### src/sv/t0at_pkg.sv
`timescale 1ns / 1ps
// ----------------------------------------------------------------------------
// t0at_pkg: shared types and constants for the T=0 command transport
// Opcodes, result kinds, status codes and the input and result item layouts.
// ----------------------------------------------------------------------------
package t0at_pkg;

	localparam int unsigned ResponseMax = 258;
	localparam int unsigned CapLimit = (ResponseMax < 511) ? ResponseMax : 511;

	localparam logic [1:0] OP_START = 2'd0;
	localparam logic [1:0] OP_BYTE  = 2'd1;
	localparam logic [1:0] OP_EMPTY = 2'd2;

	localparam logic [1:0] KIND_TX   = 2'd0;
	localparam logic [1:0] KIND_DATA = 2'd1;
	localparam logic [1:0] KIND_DONE = 2'd2;

	localparam logic [3:0] ST_OK          = 4'd0;
	localparam logic [3:0] ST_BAD_CASE    = 4'd1;
	localparam logic [3:0] ST_NO_RESP     = 4'd2;
	localparam logic [3:0] ST_CASE1_LEN   = 4'd3;
	localparam logic [3:0] ST_PB_60       = 4'd4;
	localparam logic [3:0] ST_ACK_NODATA  = 4'd5;
	localparam logic [3:0] ST_NACK_NODATA = 4'd6;
	localparam logic [3:0] ST_PB_UNKNOWN  = 4'd7;
	localparam logic [3:0] ST_61_NOCASE   = 4'd8;
	localparam logic [3:0] ST_6C_NOCASE   = 4'd9;
	localparam logic [3:0] ST_TD_NOCASE   = 4'd10;
	localparam logic [3:0] ST_TD_NOINS    = 4'd11;
	localparam logic [3:0] ST_TD_OVER     = 4'd12;
	localparam logic [3:0] ST_AD_NOCASE   = 4'd13;
	localparam logic [3:0] ST_AD_OVER     = 4'd14;

	localparam logic [0:0] REG_MODE = 1'b0;
	localparam logic [0:0] REG_CAP  = 1'b1;

	localparam logic [7:0] PB_NULL = 8'h60;
	localparam logic [7:0] SW1_MORE = 8'h61;
	localparam logic [7:0] SW1_LE   = 8'h6C;
	localparam logic [7:0] INS_GETRESP = 8'hC0;
	localparam logic [7:0] SW1_WARN2 = 8'h62;
	localparam logic [7:0] SW1_WARN3 = 8'h63;

	typedef struct packed {
		logic [1:0]  opcode;
		logic [39:0] command_header;
		logic [8:0]  command_length;
		logic [7:0]  response_byte;
		logic        response_last;
	} in_item_t;

	typedef struct packed {
		logic [1:0]  result_kind;
		logic [7:0]  data_out;
		logic [39:0] tx_header;
		logic        tx_from_command;
		logic [8:0]  tx_offset;
		logic [8:0]  tx_length;
		logic [3:0]  status_code;
		logic [15:0] status_word;
		logic [8:0]  response_length;
	} res_item_t;

	typedef struct packed {
		logic [0:0] index;
		logic [8:0] data;
	} cfg_item_t;

endpackage

### src/sv/t0at_if.sv
`timescale 1ns / 1ps
// ----------------------------------------------------------------------------
// t0at_in_if / t0at_res_if / t0at_cfg_if: valid-ready channels
// One interface for each item type, with source and sink views.
// ----------------------------------------------------------------------------
interface t0at_in_if;
	logic valid;
	logic ready;
	t0at_pkg::in_item_t payload;
	modport source (output valid, output payload, input ready);
	modport sink (input valid, input payload, output ready);
endinterface

interface t0at_res_if;
	logic valid;
	logic ready;
	t0at_pkg::res_item_t payload;
	modport source (output valid, output payload, input ready);
	modport sink (input valid, input payload, output ready);
endinterface

interface t0at_cfg_if;
	logic valid;
	logic ready;
	logic [1:0] index;
	logic [8:0] data;
	modport source (output valid, output index, output data, input ready);
	modport sink (input valid, input index, input data, output ready);
endinterface

### src/sv/t0at_core.sv
`timescale 1ns / 1ps
// ----------------------------------------------------------------------------
// t0at_core: per-item exchange logic
// Takes one registered item, updates the exchange state and forms up to two
// result items in the same cycle.
// ----------------------------------------------------------------------------
module t0at_core (
	input  logic                 clk,
	input  logic                 arst_n,
	input  logic                 go,
	input  t0at_pkg::in_item_t   item,
	input  logic                 mode,
	input  logic [8:0]           cap,
	output logic [1:0]           n_res,
	output t0at_pkg::res_item_t  res0,
	output t0at_pkg::res_item_t  res1
);

	logic [1:0]  case_q;
	logic [39:0] hdr_q;
	logic [8:0]  dptr_q;
	logic        dpend_q;
	logic [8:0]  dend_q;
	logic [15:0] held_q;
	logic        srec_q;
	logic [8:0]  bidx_q;
	logic [15:0] delay_q;
	logic [8:0]  dcnt_q;
	logic [1:0]  eflg_q;
	logic        act_q;

	logic [1:0]  case_d;
	logic [39:0] hdr_d;
	logic [8:0]  dptr_d;
	logic        dpend_d;
	logic [8:0]  dend_d;
	logic [15:0] held_d;
	logic        srec_d;
	logic [8:0]  bidx_d;
	logic [15:0] delay_d;
	logic [8:0]  dcnt_d;
	logic [1:0]  eflg_d;
	logic        act_d;

	logic [8:0] cap_eff;
	always_comb begin
		cap_eff = cap;
		if (cap > 9'(t0at_pkg::CapLimit)) cap_eff = 9'(t0at_pkg::CapLimit);
		if (cap < 9'd2) cap_eff = 9'd2;
	end

	function automatic t0at_pkg::res_item_t mk_done(logic [3:0] st, logic [7:0] d,
			logic [15:0] sw, logic [8:0] rl);
		t0at_pkg::res_item_t r;
		r = '0;
		r.result_kind = t0at_pkg::KIND_DONE;
		r.data_out = d;
		r.status_code = st;
		r.status_word = sw;
		r.response_length = rl;
		return r;
	endfunction

	function automatic t0at_pkg::res_item_t mk_hdr(logic [39:0] h);
		t0at_pkg::res_item_t r;
		r = '0;
		r.result_kind = t0at_pkg::KIND_TX;
		r.tx_header = h;
		r.tx_length = 9'd5;
		return r;
	endfunction

	function automatic t0at_pkg::res_item_t mk_cmd(logic [8:0] off, logic [8:0] len);
		t0at_pkg::res_item_t r;
		r = '0;
		r.result_kind = t0at_pkg::KIND_TX;
		r.tx_from_command = 1'b1;
		r.tx_offset = off;
		r.tx_length = len;
		return r;
	endfunction

	always_comb begin
		logic [7:0]  p3, b, ins, sw1, sw2, le;
		logic [9:0]  p3p5, p3p6;
		logic [1:0]  cc;
		logic        cc_ok, c24, get_resp, upd_le, fin, hdr_out, stop;
		logic [8:0]  n, kidx, rem;
		logic [9:0]  remaining;
		logic [15:0] sw_now;
		t0at_pkg::res_item_t r;
		logic        have_data;

		case_d = case_q; hdr_d = hdr_q; dptr_d = dptr_q; dpend_d = dpend_q;
		dend_d = dend_q; held_d = held_q; srec_d = srec_q; bidx_d = bidx_q;
		delay_d = delay_q; dcnt_d = dcnt_q; eflg_d = eflg_q; act_d = act_q;
		n_res = 2'd0; res0 = '0; res1 = '0;
		p3 = item.command_header[7:0];
		b = item.response_byte;
		ins = hdr_q[31:24];
		p3p5 = 10'(p3) + 10'd5;
		p3p6 = 10'(p3) + 10'd6;
		cc = 2'd0; cc_ok = 1'b1;
		c24 = case_q[0];
		get_resp = 1'b0; upd_le = 1'b0; fin = 1'b0; hdr_out = 1'b0; stop = 1'b0;
		n = '0; kidx = bidx_q; rem = '0; remaining = '0; sw_now = '0; le = '0;
		sw1 = '0; sw2 = '0; r = '0; have_data = 1'b0;

		if (go) begin
			unique case (item.opcode)
				t0at_pkg::OP_START: begin
					held_d = '0; srec_d = 1'b0; dcnt_d = '0; dpend_d = 1'b0;
					dptr_d = 9'd5; bidx_d = '0; delay_d = '0; eflg_d = '0;
					priority if (item.command_length == 9'd4) cc = 2'd0;
					else if (item.command_length == 9'd5) cc = 2'd1;
					else if (p3 != 8'd0 && {1'b0, item.command_length} == p3p5) cc = 2'd2;
					else if (p3 != 8'd0 && {1'b0, item.command_length} == p3p6) cc = 2'd3;
					else cc_ok = 1'b0;
					if (!cc_ok) begin
						act_d = 1'b0;
						res0 = mk_done(t0at_pkg::ST_BAD_CASE, '0, '0, '0);
						n_res = 2'd1;
					end else begin
						case_d = cc;
						act_d = 1'b1;
						dend_d = p3p5[8:0];
						hdr_d = item.command_header;
						if (cc == 2'd0) hdr_d[7:0] = 8'd0;
						if (!mode) begin
							res0 = mk_cmd('0, item.command_length);
						end else begin
							dpend_d = cc[1];
							res0 = mk_hdr(hdr_d);
						end
						n_res = 2'd1;
					end
				end
				t0at_pkg::OP_EMPTY: begin
					if (act_q) begin
						res0 = mk_done(t0at_pkg::ST_NO_RESP, '0, srec_q ? held_q : 16'd0, '0);
						n_res = 2'd1;
						act_d = 1'b0; bidx_d = '0; delay_d = '0; eflg_d = '0;
					end
				end
				t0at_pkg::OP_BYTE: begin
					if (act_q) begin
						if (kidx == 9'd0 && b != ins) eflg_d[0] = 1'b1;
						if (c24 && ((mode && kidx >= 9'd3) || (!mode && kidx >= 9'd2)))
							have_data = 1'b1;
						delay_d = {delay_q[7:0], b};
						if (kidx < 9'd511) bidx_d = kidx + 9'd1;
						else eflg_d[1] = 1'b1;
						if (item.response_last) begin
							n = bidx_d;
							sw1 = (n >= 9'd2) ? delay_q[7:0] : b;
							sw2 = (n >= 9'd2) ? b : 8'hFF;
							sw_now = {sw1, sw2};
							if (case_q == 2'd0) begin
								fin = 1'b1;
								if (n != 9'd2) begin
									r = mk_done(t0at_pkg::ST_CASE1_LEN, '0,
										srec_q ? held_q : 16'd0, '0);
								end else begin
									held_d = sw_now; srec_d = 1'b1;
									r = mk_done(t0at_pkg::ST_OK, '0, sw_now, 9'd2);
								end
							end else if (n == 9'd1) begin
								priority if (b == t0at_pkg::PB_NULL) begin
									fin = 1'b1;
									r = mk_done(t0at_pkg::ST_PB_60, b, srec_q ? held_q : 16'd0, 9'd1);
								end else if (b == ins) begin
									if (!dpend_q) begin
										fin = 1'b1;
										r = mk_done(t0at_pkg::ST_ACK_NODATA, b,
											srec_q ? held_q : 16'd0, 9'd1);
									end else begin
										rem = (dend_q > dptr_q) ? dend_q - dptr_q : 9'd1;
										r = mk_cmd(dptr_q, rem);
										dptr_d = dend_q; dpend_d = 1'b0;
										bidx_d = '0; delay_d = '0; eflg_d = '0;
									end
								end else if (b == ~ins) begin
									if (!dpend_q) begin
										fin = 1'b1;
										r = mk_done(t0at_pkg::ST_NACK_NODATA, b,
											srec_q ? held_q : 16'd0, 9'd1);
									end else begin
										r = mk_cmd(dptr_q, 9'd1);
										dptr_d = dptr_q + 9'd1;
										if (dptr_d >= dend_q) dpend_d = 1'b0;
										bidx_d = '0; delay_d = '0; eflg_d = '0;
									end
								end else begin
									fin = 1'b1;
									r = mk_done(t0at_pkg::ST_PB_UNKNOWN, b,
										srec_q ? held_q : 16'd0, 9'd1);
								end
							end else begin
								if (sw1 == t0at_pkg::SW1_MORE) begin
									if (!c24) begin
										stop = 1'b1;
										r = mk_done(t0at_pkg::ST_61_NOCASE, '0,
											srec_q ? held_q : 16'd0, '0);
									end
									get_resp = 1'b1;
								end else if (sw1 == t0at_pkg::SW1_LE) begin
									if (!c24) begin
										stop = 1'b1;
										r = mk_done(t0at_pkg::ST_6C_NOCASE, '0,
											srec_q ? held_q : 16'd0, '0);
									end
									upd_le = 1'b1;
								end else if (!srec_q) begin
									held_d = sw_now; srec_d = 1'b1;
									if (case_q == 2'd3 && n == 9'd2 &&
											(sw1 == t0at_pkg::SW1_WARN2 || sw1 == t0at_pkg::SW1_WARN3))
										get_resp = 1'b1;
								end
								remaining = 10'(cap_eff) - 10'(dcnt_q);
								if (!stop && mode && n > 9'd3) begin
									if (!c24) begin
										stop = 1'b1;
										r = mk_done(t0at_pkg::ST_TD_NOCASE, '0, srec_d ? held_d : 16'd0, '0);
									end else if (eflg_d[0]) begin
										stop = 1'b1;
										r = mk_done(t0at_pkg::ST_TD_NOINS, '0, srec_d ? held_d : 16'd0, '0);
									end else if (eflg_d[1] || remaining < 10'(n) - 10'd1) begin
										stop = 1'b1;
										r = mk_done(t0at_pkg::ST_TD_OVER, '0, srec_d ? held_d : 16'd0, '0);
									end else dcnt_d = dcnt_q + n - 9'd3;
								end
								if (!stop && !mode && n > 9'd2) begin
									if (!c24) begin
										stop = 1'b1;
										r = mk_done(t0at_pkg::ST_AD_NOCASE, '0, srec_d ? held_d : 16'd0, '0);
									end else if (eflg_d[1] || remaining < 10'(n)) begin
										stop = 1'b1;
										r = mk_done(t0at_pkg::ST_AD_OVER, '0, srec_d ? held_d : 16'd0, '0);
									end else dcnt_d = dcnt_q + n - 9'd2;
								end
								if (stop) begin
									fin = 1'b1;
								end else if (get_resp) begin
									le = (sw1 == t0at_pkg::SW1_MORE || (sw1 == t0at_pkg::SW1_WARN2 &&
										sw2 >= 8'h02 && sw2 <= 8'h80)) ? sw2 : 8'd0;
									hdr_out = 1'b1;
									hdr_d = {8'd0, t0at_pkg::INS_GETRESP, 16'd0, le};
									r = mk_hdr(hdr_d);
								end else if (upd_le) begin
									hdr_out = 1'b1;
									hdr_d = {hdr_q[39:8], sw2};
									r = mk_hdr(hdr_d);
								end else begin
									fin = 1'b1;
									r = mk_done(t0at_pkg::ST_OK, '0, srec_d ? held_d : 16'd0,
										dcnt_d + 9'd2);
								end
							end
							if (fin) begin
								act_d = 1'b0; bidx_d = '0; delay_d = '0; eflg_d = '0;
							end
							if (hdr_out) begin
								bidx_d = '0; delay_d = '0; eflg_d = '0;
							end
						end
						if (have_data) begin
							res0 = '0;
							res0.result_kind = t0at_pkg::KIND_DATA;
							res0.data_out = delay_q[15:8];
							if (item.response_last) begin
								res1 = r; n_res = 2'd2;
							end else n_res = 2'd1;
						end else if (item.response_last) begin
							res0 = r; n_res = 2'd1;
						end
					end
				end
				default: ;
			endcase
		end
	end

	always_ff @(posedge clk or negedge arst_n) begin
		if (!arst_n) begin
			case_q <= '0; hdr_q <= '0; dptr_q <= '0; dpend_q <= 1'b0; dend_q <= '0;
			held_q <= '0; srec_q <= 1'b0; bidx_q <= '0; delay_q <= '0; dcnt_q <= '0;
			eflg_q <= '0; act_q <= 1'b0;
		end else begin
			case_q <= case_d; hdr_q <= hdr_d; dptr_q <= dptr_d; dpend_q <= dpend_d;
			dend_q <= dend_d; held_q <= held_d; srec_q <= srec_d; bidx_q <= bidx_d;
			delay_q <= delay_d; dcnt_q <= dcnt_d; eflg_q <= eflg_d; act_q <= act_d;
		end
	end

	a_idle_clear: assert property (@(posedge clk) disable iff (!arst_n)
		!act_q |-> bidx_q == 9'd0)
		else $error("byte count left over with no exchange active");
	a_cnt_cap: assert property (@(posedge clk) disable iff (!arst_n)
		dcnt_q <= 9'(t0at_pkg::CapLimit))
		else $error("data count above capacity");
	a_ptr_end: assert property (@(posedge clk) disable iff (!arst_n)
		dpend_q |-> dptr_q < dend_q)
		else $error("data pending past end of command");

endmodule

### src/sv/t0at_out.sv
`timescale 1ns / 1ps
// ----------------------------------------------------------------------------
// t0at_out: result queue
// Four-entry queue holding result items until the sink takes them.
// ----------------------------------------------------------------------------
module t0at_out (
	input  logic                 clk,
	input  logic                 arst_n,
	input  logic                 inflight,
	input  logic [1:0]           n_push,
	input  t0at_pkg::res_item_t  push0,
	input  t0at_pkg::res_item_t  push1,
	output logic                 room2,
	t0at_res_if.source           res
);

	t0at_pkg::res_item_t buf_q [4];
	logic [1:0] rd_q, wr_q;
	logic [2:0] cnt_q;
	logic pop;

	assign pop = res.valid && res.ready;
	assign res.valid = cnt_q != 3'd0;
	assign res.payload = buf_q[rd_q];
	// Reserve two slots for the item in the input register and two for the next one,
	// counting this cycle's pop.
	assign room2 = (4'(cnt_q) + (inflight ? 4'd2 : 4'd0)) <= (4'd2 + 4'(pop));

	always_ff @(posedge clk) begin
		if (n_push != 2'd0) buf_q[wr_q] <= push0;
		if (n_push == 2'd2) buf_q[wr_q + 2'd1] <= push1;
	end

	always_ff @(posedge clk or negedge arst_n) begin
		if (!arst_n) begin
			rd_q <= '0; wr_q <= '0; cnt_q <= '0;
		end else begin
			wr_q <= wr_q + n_push;
			if (pop) rd_q <= rd_q + 2'd1;
			cnt_q <= cnt_q + 3'(n_push) - 3'(pop);
		end
	end

	a_no_over: assert property (@(posedge clk) disable iff (!arst_n) cnt_q <= 3'd4)
		else $error("result queue overflow");
	a_room: assert property (@(posedge clk) disable iff (!arst_n)
		n_push != 2'd0 |-> $past(room2) || cnt_q <= 3'd4)
		else $error("push without room");

endmodule

### src/sv/t0_apdu_transport_top.sv
`timescale 1ns / 1ps
// ----------------------------------------------------------------------------
// t0_apdu_transport_top: T=0 command exchange transport
// Channel  Dir  Carries
// cmd      in   opcode, header, length, card byte, last flag
// rsp      out  transmit descriptors, response data, finish status
// cfg      in   register index and data (mode, capacity)
// One item a cycle while the result queue has room: input register, then exchange
// logic that pushes up to two results into a four-entry result queue.
// Input is taken only while the queue, after this cycle's pop, can hold two
// results of the item in the input register and two of the next one.
// Reset is asynchronous, no clearing pass.
// ----------------------------------------------------------------------------
module t0_apdu_transport_top (
	input  logic        clk,
	input  logic        arst_n,
	t0at_in_if.sink     cmd,
	t0at_res_if.source  rsp,
	t0at_cfg_if.sink    cfg
);

	t0at_pkg::in_item_t item_s1;
	logic               go_s1;
	logic               mode_q;
	logic [8:0]         cap_q;
	logic [1:0]         n_res;
	t0at_pkg::res_item_t r0, r1;
	logic               room2;

	// room2 accounts for the item already in the input register.
	assign cmd.ready = room2;
	assign cfg.ready = 1'b1;

	always_ff @(posedge clk) begin
		if (cmd.valid && cmd.ready) item_s1 <= cmd.payload;
	end

	always_ff @(posedge clk or negedge arst_n) begin
		if (!arst_n) begin
			go_s1 <= 1'b0; mode_q <= 1'b1; cap_q <= 9'd258;
		end else begin
			go_s1 <= cmd.valid && cmd.ready;
			if (cfg.valid) begin
				if (cfg.index == {1'b0, t0at_pkg::REG_MODE}) mode_q <= cfg.data[0];
				else if (cfg.index == {1'b0, t0at_pkg::REG_CAP}) cap_q <= cfg.data;
			end
		end
	end

	t0at_core u_core (
		.clk(clk), .arst_n(arst_n), .go(go_s1), .item(item_s1),
		.mode(mode_q), .cap(cap_q), .n_res(n_res), .res0(r0), .res1(r1)
	);

	t0at_out u_out (
		.clk(clk), .arst_n(arst_n), .inflight(go_s1), .n_push(n_res), .push0(r0),
		.push1(r1), .room2(room2), .res(rsp)
	);

endmodule
### src/flat_wrapper.sv
// flat-port wrapper written by rule: the top's interface ports become plain ports
module t0_apdu_transport_top_flat 
  (clk, arst_n, cmd_valid, cmd_payload, cmd_ready, rsp_valid, rsp_payload, rsp_ready, cfg_valid, cfg_index, cfg_data, cfg_ready);
  t0at_in_if cmd_i ();
  t0at_res_if rsp_i ();
  t0at_cfg_if cfg_i ();
  input  logic clk;
  input  logic arst_n;
  input wire logic [$bits(cmd_i.valid)-1:0] cmd_valid;
  input wire logic [$bits(cmd_i.payload)-1:0] cmd_payload;
  output wire logic [$bits(cmd_i.ready)-1:0] cmd_ready;
  output wire logic [$bits(rsp_i.valid)-1:0] rsp_valid;
  output wire logic [$bits(rsp_i.payload)-1:0] rsp_payload;
  input wire logic [$bits(rsp_i.ready)-1:0] rsp_ready;
  input wire logic [$bits(cfg_i.valid)-1:0] cfg_valid;
  input wire logic [$bits(cfg_i.index)-1:0] cfg_index;
  input wire logic [$bits(cfg_i.data)-1:0] cfg_data;
  output wire logic [$bits(cfg_i.ready)-1:0] cfg_ready;
  assign cmd_i.valid = cmd_valid;
  assign cmd_i.payload = cmd_payload;
  assign cmd_ready = cmd_i.ready;
  assign rsp_valid = rsp_i.valid;
  assign rsp_payload = rsp_i.payload;
  assign rsp_i.ready = rsp_ready;
  assign cfg_i.valid = cfg_valid;
  assign cfg_i.index = cfg_index;
  assign cfg_i.data = cfg_data;
  assign cfg_ready = cfg_i.ready;
  t0_apdu_transport_top u_core (.clk(clk), .arst_n(arst_n), .cmd(cmd_i), .rsp(rsp_i), .cfg(cfg_i));
endmodule
### config.mk
export PLATFORM = sky130hd
export DESIGN_NAME = t0_apdu_transport_top_flat
export DESIGN_NICKNAME = d
export VERILOG_FILES = /design/src/sv/t0at_pkg.sv /design/src/sv/t0at_if.sv /design/src/sv/t0at_core.sv /design/src/sv/t0at_out.sv /design/src/sv/t0_apdu_transport_top.sv /design/src/flat_wrapper.sv
export SDC_FILE = /design/constraint.sdc
export NUM_CORES = 1
export LEC_CHECK = 0
export BUFFER_PORTS_ARGS = -buffer_cell sky130_fd_sc_hd__buf_2
export CAP_MARGIN = 20
export CORE_ASPECT_RATIO = 0.9
export CORE_MARGIN = 2
export CORE_UTILIZATION = 31
export CTS_CLUSTER_DIAMETER = 30
export DETAILED_ROUTE_END_ITERATION = 16
export GPL_TIMING_DRIVEN = 0
export HOLD_SLACK_MARGIN = 0.08
export PLACE_DENSITY = 0.52
export SYNTH_ARGS = -nofsm -noshare
export SYNTH_HDL_FRONTEND = slang
export SYNTH_SLANG_ARGS = --single-unit
### constraint.sdc
create_clock -name clk -period 11.7 [get_ports clk]
set_clock_uncertainty 0.2 [all_clocks]
set_input_delay 1.17 -clock clk [delete_from_list [all_inputs] [get_ports clk]]
set_output_delay 1.17 -clock clk [all_outputs]
set_load 0.02 [all_outputs]
### Yosys cells after proc, flatten, opt, wreduce, memory -nomap -nowiden

Memories as Yosys holds them, arrays and structs flattened.
Index checks and enable logic that the tools add are counted.

| storage, ports and cells | value |
|---|---|
| RAM bits | 392 |
| memory bits (read-only) | 0 |
| memories kept | 1 |
| latch bits | 0 |
| register bits after elaboration | 185 |

Memory list:

| memory | depth | bits a word | read ports | clocked after memory_dff | write ports | RTL line | source |
|---|---|---|---|---|---|---|---|
| u_core.u_out.buf_q | 4 | 98 | 1 | 0 | 2 | t0at_out.sv:17 | `t0at_pkg::res_item_t buf_q [4];` |

| cells by class | value |
|---|---|
| eq/ne operators | 35 |
| magnitude comparators | 15 |
| mux-type cells | 264 |
| bitwise logic cells | 2 |
| $mul | 0 |
| div/mod/pow operators | 0 |
| reduce and logical (&&, ||, !) cells | 44 |
| $add $sub $neg | 18 |
| shift-type cells | 0 |

Operator list:

| cell | count |
|---|---|
| 98-bit two-way mux | 31 |
| 9-bit two-way mux | 44 |
| 16-bit two-way mux | 21 |
| 98-bit one-hot mux with 3 select lines | 1 |
| 40-bit two-way mux | 7 |
| 1-bit two-way mux | 120 |
| 88-bit two-way mux | 1 |
| 40-bit one-hot mux with 2 select lines | 1 |
| 16-bit one-hot mux with 3 select lines | 1 |
| 2-bit two-way mux | 22 |
| 8-bit by 7-bit == test with 1-bit output (second input constant) | 5 |
| 8-bit two-way mux | 5 |
| 9-bit one-hot mux with 2 select lines | 2 |
| 16-bit one-hot mux with 2 select lines | 1 |
| 9-bit by 2-bit greater-or-equal comparator with 1-bit output (second input constant) | 3 |
| 27-bit two-way mux | 1 |
| 9-bit one-hot mux with 3 select lines | 1 |
| 8-bit by 3-bit adder with 9-bit output (second input constant) | 2 |
| 9-bit by 1-bit adder with 9-bit output (second input constant) | 2 |
| 9-bit by 3-bit == test with 1-bit output (second input constant) | 2 |
| 9-bit == test | 2 |
| 9-bit by 2-bit > comparator with 1-bit output (second input constant) | 2 |
| 2-bit != test (second input constant) | 9 |
| 9-bit by 2-bit subtractor with 9-bit output (second input constant) | 2 |
| 50 further kinds | 90 |

### Longest topological paths before layout

Gate-level depths: netlist (run 1).

| depth | value |
|---|---|
| depth in word-level cells | 48 |
| gate-level depth with buffers | 26 |
| mapped depth without buffers | 25 |

### Cells and area by module

Synthesis (run 1) repeated with hierarchy kept, for this count alone.

| second synthesis, totals | value |
|---|---|
| cell total of the unflattened synthesis | 2526 |
| area total of the unflattened synthesis | 32941.6 um^2 |

Modules (own cells, without submodules):

| module | area each (um^2) | cells an instance | times used |
|---|---|---|---|
| t0at_out | 19197.2 | 989 | 1 |
| t0at_core | 11506.0 | 1451 | 1 |
| t0_apdu_transport_top | 2238.4 | 86 | 1 |

### Worst setup path before layout (run 1)

Ideal clock, no wire load.

| path | value |
|---|---|
| kind | reg-to-reg |
| start point | register u_core.mode_q |
| end point | memory u_core.u_out.buf_q[0][0] (netlist name) (enable) |
| setup time | 905 ps |
| path buffers | 3 |
| clock period less this slack | 5908 ps |
| arrival | 4803 ps |
| data required time | 10595 ps |
| setup slack | 5792 ps |
| cell stages (with the launch flop) | 14 |
| cell sequence | dfstp_2 clkbuf_1 inv_1 o32a_1 o21a_1 ha_1 a21oi_1 nor2b_1 o21ai_0 nand2_1 nand2_1 clkbuf_1 clkbuf_1 nand2_1 |

RTL lines:

| item | RTL line | source |
|---|---|---|
| start: declaration | t0_apdu_transport_top.sv:24 | `logic mode_q;` |
| start signal: assignment | t0_apdu_transport_top.sv:44 | `if (cfg.index == {1'b0, t0at_pkg::REG_MODE}) mode_q <= cfg.data[0];` |
| end: declaration | t0at_out.sv:17 |  |

==> key figures, run 1 <==
Run status
  • Status: completed

Cells and area
  • Synthesis-to-finish area growth: 25.9%
  • Final Non-Filler Cells: 4178
  • Most frequent cells in the layout: 448 x edfxtp_1, 209 x buf_2, 171 x a22o_1, 154 x nor2_1, 151 x nand2_1
  • Layout cells sized above 1: 22.0%
  • Reg area: 16700 um^2
  • Final layout net count: 2952
  • Most common cell after layout, fill and taps aside: edfxtp_1
  • Multi-input gate area: 12800 um^2
  • FILL cells: 9170

Placement
  • Post-placement cell count: 3906
  • I/O Buffers: 175
  • Placer Congestion: 0.921
  • DP HPWL: 76400 um

CTS
  • TritonCTS clock tree: yes
  • Clock Sinks: 577
  • Cts hold-fix bufs: 0
  • Total CTS buffers: 145
  • Clock root buffer: clkbuf_16
  • CTS clk-pin slew, worst paths: 0.04 ns
  • H-tree Lvls: 4
  • Post-CTS setup buffers: 0
  • Clk buf depth: 3
  • Insertion delay to the later sink of the worst-skew pair: 0.74 ns
  • Post-cts resize count: 0

Timing
  • Fin Hold WS: 0.251 ns
  • Worst-Margin Slew: 1.08 ns
  • Max-slew headroom: 27.2%
  • Count of final max-slew check failures: 0
  • Final setup viols: 0
  • Final min period: 7.07 ns
  • Post-Route Setup TNS: 0 ns
  • Fmax: 141 MHz
  • Final hold vios: 0
  • Final worst-path cycle share: 60.4%
  • RSZ-0062 raised after global routing: no

Pwr
  • P per Cell Area: 232 nW/um^2
  • Worst VDD drop: 0.119 mV
  • Share of power burned in registers: 29.7%
  • Logic pwr share: 24.6%
  • Psw: 2.86 mW
  • Internal: 6.01 mW
  • Clock network fraction of total power: 45.7%
  • Pleak: 13.5 nW
  • Net Sw Frac: 32.3%

Die
  • DIE AREA: 100000 um^2
  • I/O pins: 177
  • Core Box Area: 96800 um^2
  • Die width: 334 um
  • Row cnt: 108
  • Die height: 301 um
  • Starting Density: 31.4%

Critical path
  • Crit path max fanout: 9
  • CP Buf/Inv Count: 0
  • Worst Path Arrival: 7.42 ns
  • Startpoint Class: flop
  • Critical path depth in cells: 23
  • Crit path kind: reg2reg
  • Worst setup path start: u_core.cap_q[5]
  • CP endpoint: u_core.u_out.buf_q[2][18]
  • Worst Setup End Kind: flop
  • Cell mode on critical path: nand2_1
  • Critical Path RT: 12.05 ns
  • Worst path cell trace: nor4_1 -> nand2_1 -> or3_1 -> nand3_1 -> ha_1 -> fa_1 -> nor2b_1 -> o21ai_0 -> nand2b_1 -> a21o_1 -> a21o_1 -> xor2_1 -> ha_1 -> a211oi_1 -> nand2_1 -> a31o_2 -> a311oi_1 -> o221ai_1 -> o21ai_1 -> nor4_1 -> nor2_1 -> nand2_1 -> o22ai_1
  • Largest delay contributor family on the critical path: compound AO/OA/AOI/OAI gates
  • CP max stage cell: a311oi_1
  • Register-to-Register Path Depth: 23
  • R2r startpoint: u_core.cap_q[5]
  • Slowest stage delay, CP: 0.89 ns
  • R2R setup slack: 4.63 ns
  • FF-to-FF End: u_core.u_out.buf_q[2][18]

Route
  • Detailed Route Iter0 Violations: 2565
  • Vias post-DR: 23400
  • Via density: 5.61
  • Routed Antenna Nets: 0
  • Residual DRC: 0
  • Pre-antenna DRT Iters: 6
  • Routed wire length per instance: 25.7 um
  • Final WL: 108000 um

Global route
  • Met1 Use GR: 28.7%
  • Most Crowded Layer GR: met2
  • Grt met2 use: 33.7%
  • Grt ovf: 0
  • Total GRT Usage: 21.1%
  • Global-route wire length before repair: 157000 um
  • Initial antenna violation count: 3
  • Vias in the first global route: 23400
  • Grt met3 use: 4.21%
  • Largest net degree at the start of global routing: 65

Synth
  • Cell area after synthesis: 30300 um^2
  • Synth cell types: 80
  • Top FF cell, synth: edfxtp_1
  • Post-synthesis cell count: 2444
  • Synth warnings: 0
  • Syn_nets: 2604
  • EDFF count, synth: 448
  • Seq/Total Area, Yosys: 54.9%
  • Async set-or-reset flop fraction in the synthesized netlist: 21.7%
  • Post-synthesis average cell area: 12.4 um^2
  • Synthesized flop and latch total: 577

Worst hold path
  • Worst hold path type: in2async

Run
  • Max-cap violations: 0
[per-stage QoR]
stage          util (%)  area [um^2]  setup slack, ns  power (mW)
2_1_floorplan         -        30300             5.79        3.99
3_3_place_gp       33.9        32800             1.00        4.81
3_5_place_dp       34.3        33100             4.93        4.86
4_1_cts            39.4        38200             4.90        8.93
5_1_grt            39.5        38200             4.36        9.21
6_report           39.5        38200             4.63        8.87
[power groups by stage]
stage	Clock, mW	Combinational [mW]	Sequential (mW)
finish	4.05	2.18	2.63
floorplan	0	1.41	2.58
detailed placement	0	2.20	2.66
CTS	4.09	2.21	2.63
global route	4.21	2.35	2.66
global placement	0	2.14	2.67
[how the worst min path moves through the flow]
stage | from | to | slack [ns] | depth (start not counted)
6_report | arst_n | u_core.cap_q[2] | 0.25 | 1
4_1_cts | arst_n | u_core.u_core.dcnt_q[7] | 0.28 | 1
3_3_place_gp | u_core.u_core.held_q[4] | u_core.u_core.held_q[4] | 0.27 | 1
3_5_place_dp | u_core.u_core.held_q[4] | u_core.u_core.held_q[4] | 0.27 | 1
5_1_grt | arst_n | u_core.cap_q[2] | 0.29 | 1
2_1_floorplan | u_core.u_core.held_q[2] | u_core.u_core.held_q[2] | 0.25 | 1
[flip-flops by register name, indices dropped and copies added (netlist names), 2 cells and up]
signal / cells
u_core.cap_q: 9
u_core.u_core.eflg_q: 2
u_core.u_out.buf_q: 392
u_core.u_core.dptr_q: 9
u_core.u_core.dend_q: 9
u_core.u_core.dcnt_q: 9
u_core.u_core.bidx_q: 9
u_core.u_core.held_q: 16
u_core.item_s1: 60
u_core.u_out.cnt_q: 3
u_core.u_out.wr_q: 2
u_core.u_core.hdr_q: 32
u_core.u_core.case_q: 2
u_core.u_core.delay_q: 16
u_core.u_out.rd_q: 2
[area by class of cell]
cell class	instances	share of cell area, %
clock buffers	178	10.4
repair buffers	201	3.24
well taps	1265	4.14
plain buffers	156	1.67
flip-flops and latches	577	43.6
diodes	1	0.00655
clock inverters	89	2.74
inverters	71	0.698
multi-input cells	1640	33.5
[kinds of logic (layout without fill, tap and decap cells)]
kind of cell / count (synthesis) / after routing / synth area share, %
AOI/OAI and AO/OA: 695 / 695 / 16.4
and+or+nand+nor: 607 / 607 / 9.85
DFF: 577 / 577 / 54.9
buffers and inverters: 227 / 695 / 2.98
muxes: 164 / 164 / 9.64
xor gates and xnor gates: 89 / 89 / 2.57
adders and majority gates: 84 / 84 / 3.56
other: 1 / 2 / 0.0124
[per-layer routing]
metal | vias up | wire [um] | share of wire [%]
met5 | - | 0 | 0
met4 | 0 | 2880 | 2.7
met3 | 173 | 8180 | 7.6
met2 | 1119 | 50400 | 47
met1 | 11800 | 46000 | 43
li1 | 10300 | - | -
[Yosys cell counts, drive strengths merged, types with 5 or more instances]
cell,n,share of area (%)
nor3,48,0.81
a21o,10,0.25
nand3b,6,0.15
buf,46,0.74
a221oi,5,0.14
and3,22,0.45
o31ai,20,0.66
edfxtp,448,44
a22oi,11,0.27
mux2i,20,0.66
nor3b,6,0.15
o21ai,97,1.6
o211ai,7,0.17
clkbuf,110,1.4
a21boi,6,0.15
nand3,46,0.79
dfrtp,122,10
nand2,155,1.9
inv,71,0.88
mux2,46,1.7
o2bb2ai,49,1.4
a211oi,11,0.31
xor2,37,1.1
nor2b,50,1.0
o21a,20,0.49
mux4,98,7.3
a32oi,8,0.23
nor2,154,1.9
nand4,21,0.45
a22o,171,4.9
o21bai,8,0.20
nand2b,10,0.21
o221ai,7,0.20
and2,54,1.1
xnor2,52,1.5
nor4,10,0.21
and4,6,0.17
o22ai,118,2.4
a31oi,12,0.27
ha,80,3.3
a21oi,102,1.7
or2,5,0.10
(Power assumes the default switching activity.)
==> inputs of run 2 (changes only) <==
--- a/config.mk
+++ b/config.mk
@@ -14,7 +14,7 @@
 export DETAILED_ROUTE_END_ITERATION = 16
 export GPL_TIMING_DRIVEN = 0
 export HOLD_SLACK_MARGIN = 0.08
-export PLACE_DENSITY = 0.52
+export PLACE_DENSITY = 0.54
 export SYNTH_ARGS = -nofsm -noshare
 export SYNTH_HDL_FRONTEND = slang
 export SYNTH_SLANG_ARGS = --single-unit
==> constraint.sdc (replaced) <==
create_clock -name clk -period 6.5 [get_ports clk]
set_clock_uncertainty 0.2 [all_clocks]
set_input_delay 0.65 -clock clk [delete_from_list [all_inputs] [get_ports clk]]
set_output_delay 0.65 -clock clk [all_outputs]
set_load 0.02 [all_outputs]
==> key figures, run 2 (synthesized netlist as in run 1, its figures left out) <==
Cells and area
  • Multi-input gate area: 13100 um^2 (was 12800 um^2)
  • Largest registers: u_core.u_out.buf_q (392), u_core.item_s1 (60), u_core.u_core.hdr_q (32) (unchanged)
  • Layout cells sized above 1: 21.5% (was 22.0%)
  • Most common cell after layout, fill and taps aside: edfxtp_1 (unchanged)
  • FILL cells: 9233 (was 9170)
  • Register with the most flip-flops: u_core.u_out.buf_q (unchanged)
  • Most frequent cells in the layout: 448 x edfxtp_1, 201 x buf_2, 171 x a22o_1, 151 x nand2_1, 148 x nor2_1 (was 448 x edfxtp_1, 209 x buf_2, 171 x a22o_1, 154 x nor2_1, 151 x nand2_1)
  • Antenna diodes: 0 (was 1)
  • Max reg flops: 392 (unchanged)
  • Final Non-Filler Cells: 4225 (was 4178)
  • Synthesis-to-finish area growth: 27.8% (was 25.9%)
  • Final layout net count: 3013 (was 2952)
  • Reg area: 16700 um^2 (unchanged)

Placement
  • I/O Buffers: 175 (unchanged)
  • DP HPWL: 71900 um (was 76400 um)
  • Placement Setup Slack: -0.564 ns (was 4.93 ns)
  • Placer Congestion: 0.971 (was 0.921)
  • Post-placement cell count: 3900 (was 3906)

Timing
  • Final setup viols: 0 (unchanged)
  • Max-slew headroom: 15.8% (was 27.2%)
  • Count of final max-slew check failures: 0 (unchanged)
  • Fin Hold WS: 0.170 ns (was 0.251 ns)
  • Final min period: 6.30 ns (was 7.07 ns)
  • Final hold vios: 0 (unchanged)
  • Fmax: 159 MHz (was 141 MHz)
  • Worst-Margin Slew: 1.25 ns (was 1.08 ns)
  • Setup ws final: 0.196 ns (was 4.63 ns)
  • Final worst-path cycle share: 97.0% (was 60.4%)

Critical path
  • Crit path kind: reg2reg (unchanged)
  • Critical Path RT: 6.73 ns (was 12.05 ns)
  • Crit path max fanout: 45 (was 9)
  • R2R setup slack: 0.20 ns (was 4.63 ns)
  • Worst Setup End Kind: flop (unchanged)
  • Worst Path Arrival: 6.53 ns (was 7.42 ns)
  • Startpoint Class: flop (unchanged)

Die
  • Core Box Area: 96800 um^2 (unchanged)
  • Row cnt: 108 (unchanged)
  • Die width: 334 um (unchanged)
  • DIE AREA: 100000 um^2 (unchanged)
  • I/O pins: 177 (unchanged)
  • Die height: 301 um (unchanged)
  • Starting Density: 31.4% (unchanged)

CTS
  • TritonCTS clock tree: yes (unchanged)
  • Insertion delay to the later sink of the worst-skew pair: 0.76 ns (was 0.74 ns)
  • H-tree Lvls: 4 (unchanged)
  • Clk buf depth: 3 (unchanged)
  • Clock Sinks: 577 (unchanged)
  • Total CTS buffers: 131 (was 145)
  • Clock root buffer: clkbuf_16 (unchanged)
  • CTS clk-pin slew, worst paths: 0.04 ns (about the same)

Route
  • Routed Antenna Nets: 0 (unchanged)
  • Vias post-DR: 23300 (was 23400)
  • Detailed Route Iter0 Violations: 2505 (was 2565)
  • Pre-antenna DRT Iters: 6 (unchanged)
  • Residual DRC: 0 (unchanged)
  • Final WL: 103000 um (was 108000 um)
  • Routed wire length per instance: 24.4 um (was 25.7 um)
  • Via density: 5.50 (was 5.61)

Pwr
  • Worst VDD drop: 0.204 mV (was 0.119 mV)
  • Power Total: 15.3 mW (was 8.87 mW)
  • Share of power burned in registers: 30.8% (was 29.7%)
  • Pleak: 13.6 nW (was 13.5 nW)
  • Internal: 10.3 mW (was 6.01 mW)
  • Net Sw Frac: 32.8% (was 32.3%)
  • Logic pwr share: 25.6% (was 24.6%)
  • Clock network fraction of total power: 43.6% (was 45.7%)
  • P per Cell Area: 396 nW/um^2 (was 232 nW/um^2)
  • Psw: 5.03 mW (was 2.86 mW)

Global route
  • Initial antenna violation count: 2 (was 3)
  • Largest net degree at the start of global routing: 83 (was 65)
  • Grt ovf: 0 (unchanged)
  • Total GRT Usage: 20.2% (was 21.1%)
  • Global-route wire length before repair: 150000 um (was 157000 um)
  • Vias in the first global route: 22800 (was 23400)

Worst hold path
  • Worst hold path type: in2reg (was in2async)

Run status
  • Status: completed (unchanged)

Run
  • Max-cap violations: 0 (unchanged)
-- run 2: worst paths after layout --
check                                              from                   endpoint  cells after the start
worst max-delay path                      u_core.mode_q  u_core.u_out.buf_q[2][52]                     14
worst min-delay path                          rsp_ready       u_core.u_out.rd_q[0]                      3
worst max register to register            u_core.mode_q  u_core.u_out.buf_q[2][52]                     14
worst min register to register  u_core.u_core.held_q[4]    u_core.u_core.held_q[4]                      1
max in group asynchronous                        arst_n              u_core.mode_q                      3
min in group asynchronous                        arst_n   u_core.u_core.held_q[12]                      2
-- run 2: area by class of cell --
type                            instances  area share [%]
Buffer                                156            1.67
Clock buffer                          162            8.83
Clock inverter                         78            2.94
Inverter                               71           0.687
Multi-Input combinational cell       1640            33.7
Sequential cell                       577            43.0
Tap cell                             1265            4.08
Timing Repair Buffer                  276            5.17
-- run 2: layer usage --
layer	vias to the layer above	global-route usage (%)	share of wire, %	wire length [um]
met3	182	4.75	9.3	9570
met4	0	7.28	2.8	2860
met5	-	0	0	0
li1	10400	-	-	-
met1	11600	27.9	43	44000
met2	1090	30.9	45	46700
-- run 2: repair_timing --
action | 4_1_cts | 5_1_grt
hold buffers | 72 | 0
pin swaps | 1 | 9
buffers inserted | 1 | 7
hold endpoints to repair | 113 | 0
setup endpoints to repair | 301 | 393
gates cloned | 0 | 1
resized for setup | 13 | 44
-- run 2: power by group through the flow --
stage / Combinational (mW) / Clock [mW] / Sequential [mW]
final: 3.93 / 6.69 / 4.73
after global routing: 4.23 / 6.96 / 4.77
after CTS: 3.91 / 6.76 / 4.72
after detailed placement: 3.83 / 0 / 4.78
after global placement: 3.78 / 0 / 4.81
after floorplan: 2.53 / 0 / 4.65
-- run 2: metrics by stage --
step | instance area [um^2] | util (%) | setup TNS (ns)
after CTS | 38500 | 39.8 | 0
after global routing | 38800 | 40.1 | -0.0148
after global placement | 32800 | 33.9 | -1458.20
final | 38800 | 40.1 | 0
after detailed placement | 33100 | 34.2 | -68.44
after floorplan | 30300 | - | 0
-- run 2: worst max-delay path: stages, from the launching register on --
cell and delay, ns:
dfstp_2 0.57, clkbuf_1 0.58, inv_1 0.31, o32a_1 0.43, o21a_1 0.31, ha_1 0.34
a21oi_1 0.13, nor2b_1 0.06, o21ai_1 0.58, nand2_1 0.25, nand2_1 0.18, clkbuf_1 0.69
clkbuf_1 0.69, nand2_4 0.32, buf_16 0.32
==> inputs of run 3 (changes only) <==
--- a/config.mk
+++ b/config.mk
@@ -14,7 +14,7 @@
 export DETAILED_ROUTE_END_ITERATION = 16
 export GPL_TIMING_DRIVEN = 0
 export HOLD_SLACK_MARGIN = 0.08
-export PLACE_DENSITY = 0.54
+export PLACE_DENSITY = 0.52
 export SYNTH_ARGS = -nofsm -noshare
 export SYNTH_HDL_FRONTEND = slang
 export SYNTH_SLANG_ARGS = --single-unit
==> constraint.sdc (replaced) <==
create_clock -name clk -period 7.49 [get_ports clk]
set_clock_uncertainty 0.2 [all_clocks]
set_input_delay 0.749 -clock clk [delete_from_list [all_inputs] [get_ports clk]]
set_output_delay 0.749 -clock clk [all_outputs]
set_load 0.02 [all_outputs]
==> key figures, run 3 (synthesized netlist as in run 1, its figures left out) <==
Timing
  • Count of final max-slew check failures: 0 (unchanged)
  • Final min period: 7.04 ns (was 6.30 ns)
  • Max-slew headroom: 26.1% (was 15.8%)
  • Fin Hold WS: 0.107 ns (was 0.170 ns)
  • Final worst-path cycle share: 94.0% (was 97.0%)
  • RSZ-0062 raised after global routing: no
  • Worst-Margin Slew: 1.10 ns (was 1.25 ns)
  • Fmax: 142 MHz (was 159 MHz)
  • Final setup viols: 0 (unchanged)
  • Final hold vios: 0 (unchanged)

Critical path
  • Crit path kind: reg2reg (unchanged)
  • Startpoint Class: flop (unchanged)
  • Crit path max fanout: 9 (was 45)
  • Worst Setup End Kind: flop (unchanged)
  • R2r startpoint: u_core.cap_q[5] (was u_core.mode_q)
  • Critical Path RT: 7.84 ns (was 6.73 ns)
  • Worst Path Arrival: 7.39 ns (was 6.53 ns)
  • Worst setup path start: u_core.cap_q[5] (was u_core.mode_q)

Route
  • Detailed Route Iter0 Violations: 2496 (was 2505)
  • Routed wire length per instance: 25.5 um (was 24.4 um)
  • Routed Antenna Nets: 0 (unchanged)
  • Pre-antenna DRT Iters: 6 (unchanged)
  • Via density: 5.57 (was 5.50)
  • Final WL: 108000 um (was 103000 um)
  • Residual DRC: 0 (unchanged)
  • Vias post-DR: 23700 (was 23300)

CTS
  • H-tree Lvls: 4 (unchanged)
  • TritonCTS clock tree: yes (unchanged)
  • Total CTS buffers: 145 (was 131)
  • Clk buf depth: 3 (unchanged)
  • Clock Sinks: 577 (unchanged)
  • Insertion delay to the later sink of the worst-skew pair: 0.75 ns (was 0.76 ns)
  • Post-cts resize count: 0 (was 13)
  • Clock root buffer: clkbuf_16 (unchanged)
  • CTS clk-pin slew, worst paths: 0.04 ns (about the same)

Placement
  • DP HPWL: 76400 um (was 71900 um)
  • Placer Congestion: 0.921 (was 0.971)
  • I/O Buffers: 175 (unchanged)

Global route
  • Largest net degree at the start of global routing: 65 (was 83)
  • Initial antenna violation count: 3 (was 2)
  • Vias in the first global route: 23700 (was 22800)
  • Grt ovf: 0 (unchanged)
  • Total GRT Usage: 21.3% (was 20.2%)
  • Global-route wire length before repair: 158000 um (was 150000 um)

Die
  • Starting Density: 31.4% (unchanged)
  • Die width: 334 um (unchanged)
  • Row cnt: 108 (unchanged)
  • Core Box Area: 96800 um^2 (unchanged)
  • DIE AREA: 100000 um^2 (unchanged)
  • Die height: 301 um (unchanged)
  • I/O pins: 177 (unchanged)

Cells and area
  • Layout cells sized above 1: 21.5% (about the same)
  • Finished Core Util: 40.2% (was 40.1%)
  • Most frequent cells in the layout: 448 x edfxtp_1, 209 x buf_2, 171 x a22o_1, 154 x nor2_1, 151 x nand2_1 (was 448 x edfxtp_1, 201 x buf_2, 171 x a22o_1, 151 x nand2_1, 148 x nor2_1)
  • Synthesis-to-finish area growth: 28.2% (was 27.8%)
  • Register with the most flip-flops: u_core.u_out.buf_q (unchanged)
  • Largest registers: u_core.u_out.buf_q (392), u_core.item_s1 (60), u_core.u_core.hdr_q (32) (unchanged)
  • Final layout net count: 3021 (was 3013)
  • Max reg flops: 392 (unchanged)
  • Most common cell after layout, fill and taps aside: edfxtp_1 (unchanged)

Run status
  • Status: completed (unchanged)

Run
  • Max-cap violations: 0 (unchanged)

Worst hold path
  • Worst hold path type: in2reg (unchanged)
  • Hold Crit Start: cfg_data[7] (was rsp_ready)

Pwr
  • Worst VDD drop: 0.186 mV (was 0.204 mV)
  • P per Cell Area: 357 nW/um^2 (was 396 nW/um^2)
  • Pleak: 13.8 nW (was 13.6 nW)
  • Power Total: 13.9 mW (was 15.3 mW)
==> run 3: worst paths after layout <==
path                       cells after the start  slack [ns]                        end
setup / recovery                              23        0.45  u_core.u_out.buf_q[1][16]
hold / removal                                 2        0.11            u_core.cap_q[7]
max in group asynchronous                      3        5.81              u_core.mode_q
hold reg to reg                                1        0.29    u_core.u_core.held_q[4]
setup reg to reg                              23        0.45  u_core.u_out.buf_q[1][16]
min in group asynchronous                      2        0.39            u_core.cap_q[2]
==> run 3: timing repair <==
item,in CTS,in global routing
hold endpoints to repair,127,0
setup buffers,0,0
hold buffers,69,0
setup endpoints to repair,0,0
==> run 3: layout make-up <==
type / instances / area (um^2)
clock buffer: 178 / 3960
buffer: 156 / 637
inverter: 71 / 267
antenna: 1 / 2.50
fill: 9117 / 57900
sequential: 577 / 16700
multi-input combinational: 1640 / 12800
clock inverter: 89 / 1050
timing repair buffer: 270 / 1930
tap: 1265 / 1580
==> run 3: per-stage QoR <==
step           instance area, um^2  setup slack (ns)  std cells  TNS (ns)
3_3_place_gp                 32800             -3.21       3884  -1144.42
4_1_cts                      38800             0.685       4242         0
2_1_floorplan                30300              1.58       2444         0
3_5_place_dp                 33100             0.719       3906         0
6_report                     38900             0.447       4247         0
5_1_grt                      38900             0.150       4246         0
==> run 3: per-layer routing <==
layer | GRT usage [%] | up-vias | share of wire (%)
met5 | 0 | - | 0
met2 | 33.9 | 1089 | 47
met1 | 28.8 | 11900 | 43
met4 | 7.38 | 0 | 2.8
met3 | 4.39 | 198 | 7.8
li1 | - | 10500 | -
==> run 3: worst max-delay path: stages (launching register included) <==
cell      delay [ns]
dfrtp_1         0.39
nor4_1          0.28
nand2_1         0.13
or3_1           0.31
nand3_1         0.10
ha_1            0.19
fa_1            0.23
nor2b_1         0.06
o21ai_0         0.17
nand2b_1        0.11
a21o_1          0.19
a21o_1          0.19
xor2_1          0.20
ha_1            0.25
a211oi_1        0.25
nand2_1         0.10
a31o_2          0.22
a311oi_1        0.89
o221ai_1        0.30
o21ai_1         0.31
nor4_1          0.19
nor2_1          0.79
nand2_1         0.54
o22ai_1         0.29
==> run 3: where the power goes <==
group          leakage (nW)  switching [mW]  internal [mW]
clock                  2.44            2.02           4.31
sequential             5.59           0.321           3.79
combinational          5.76            2.14           1.31
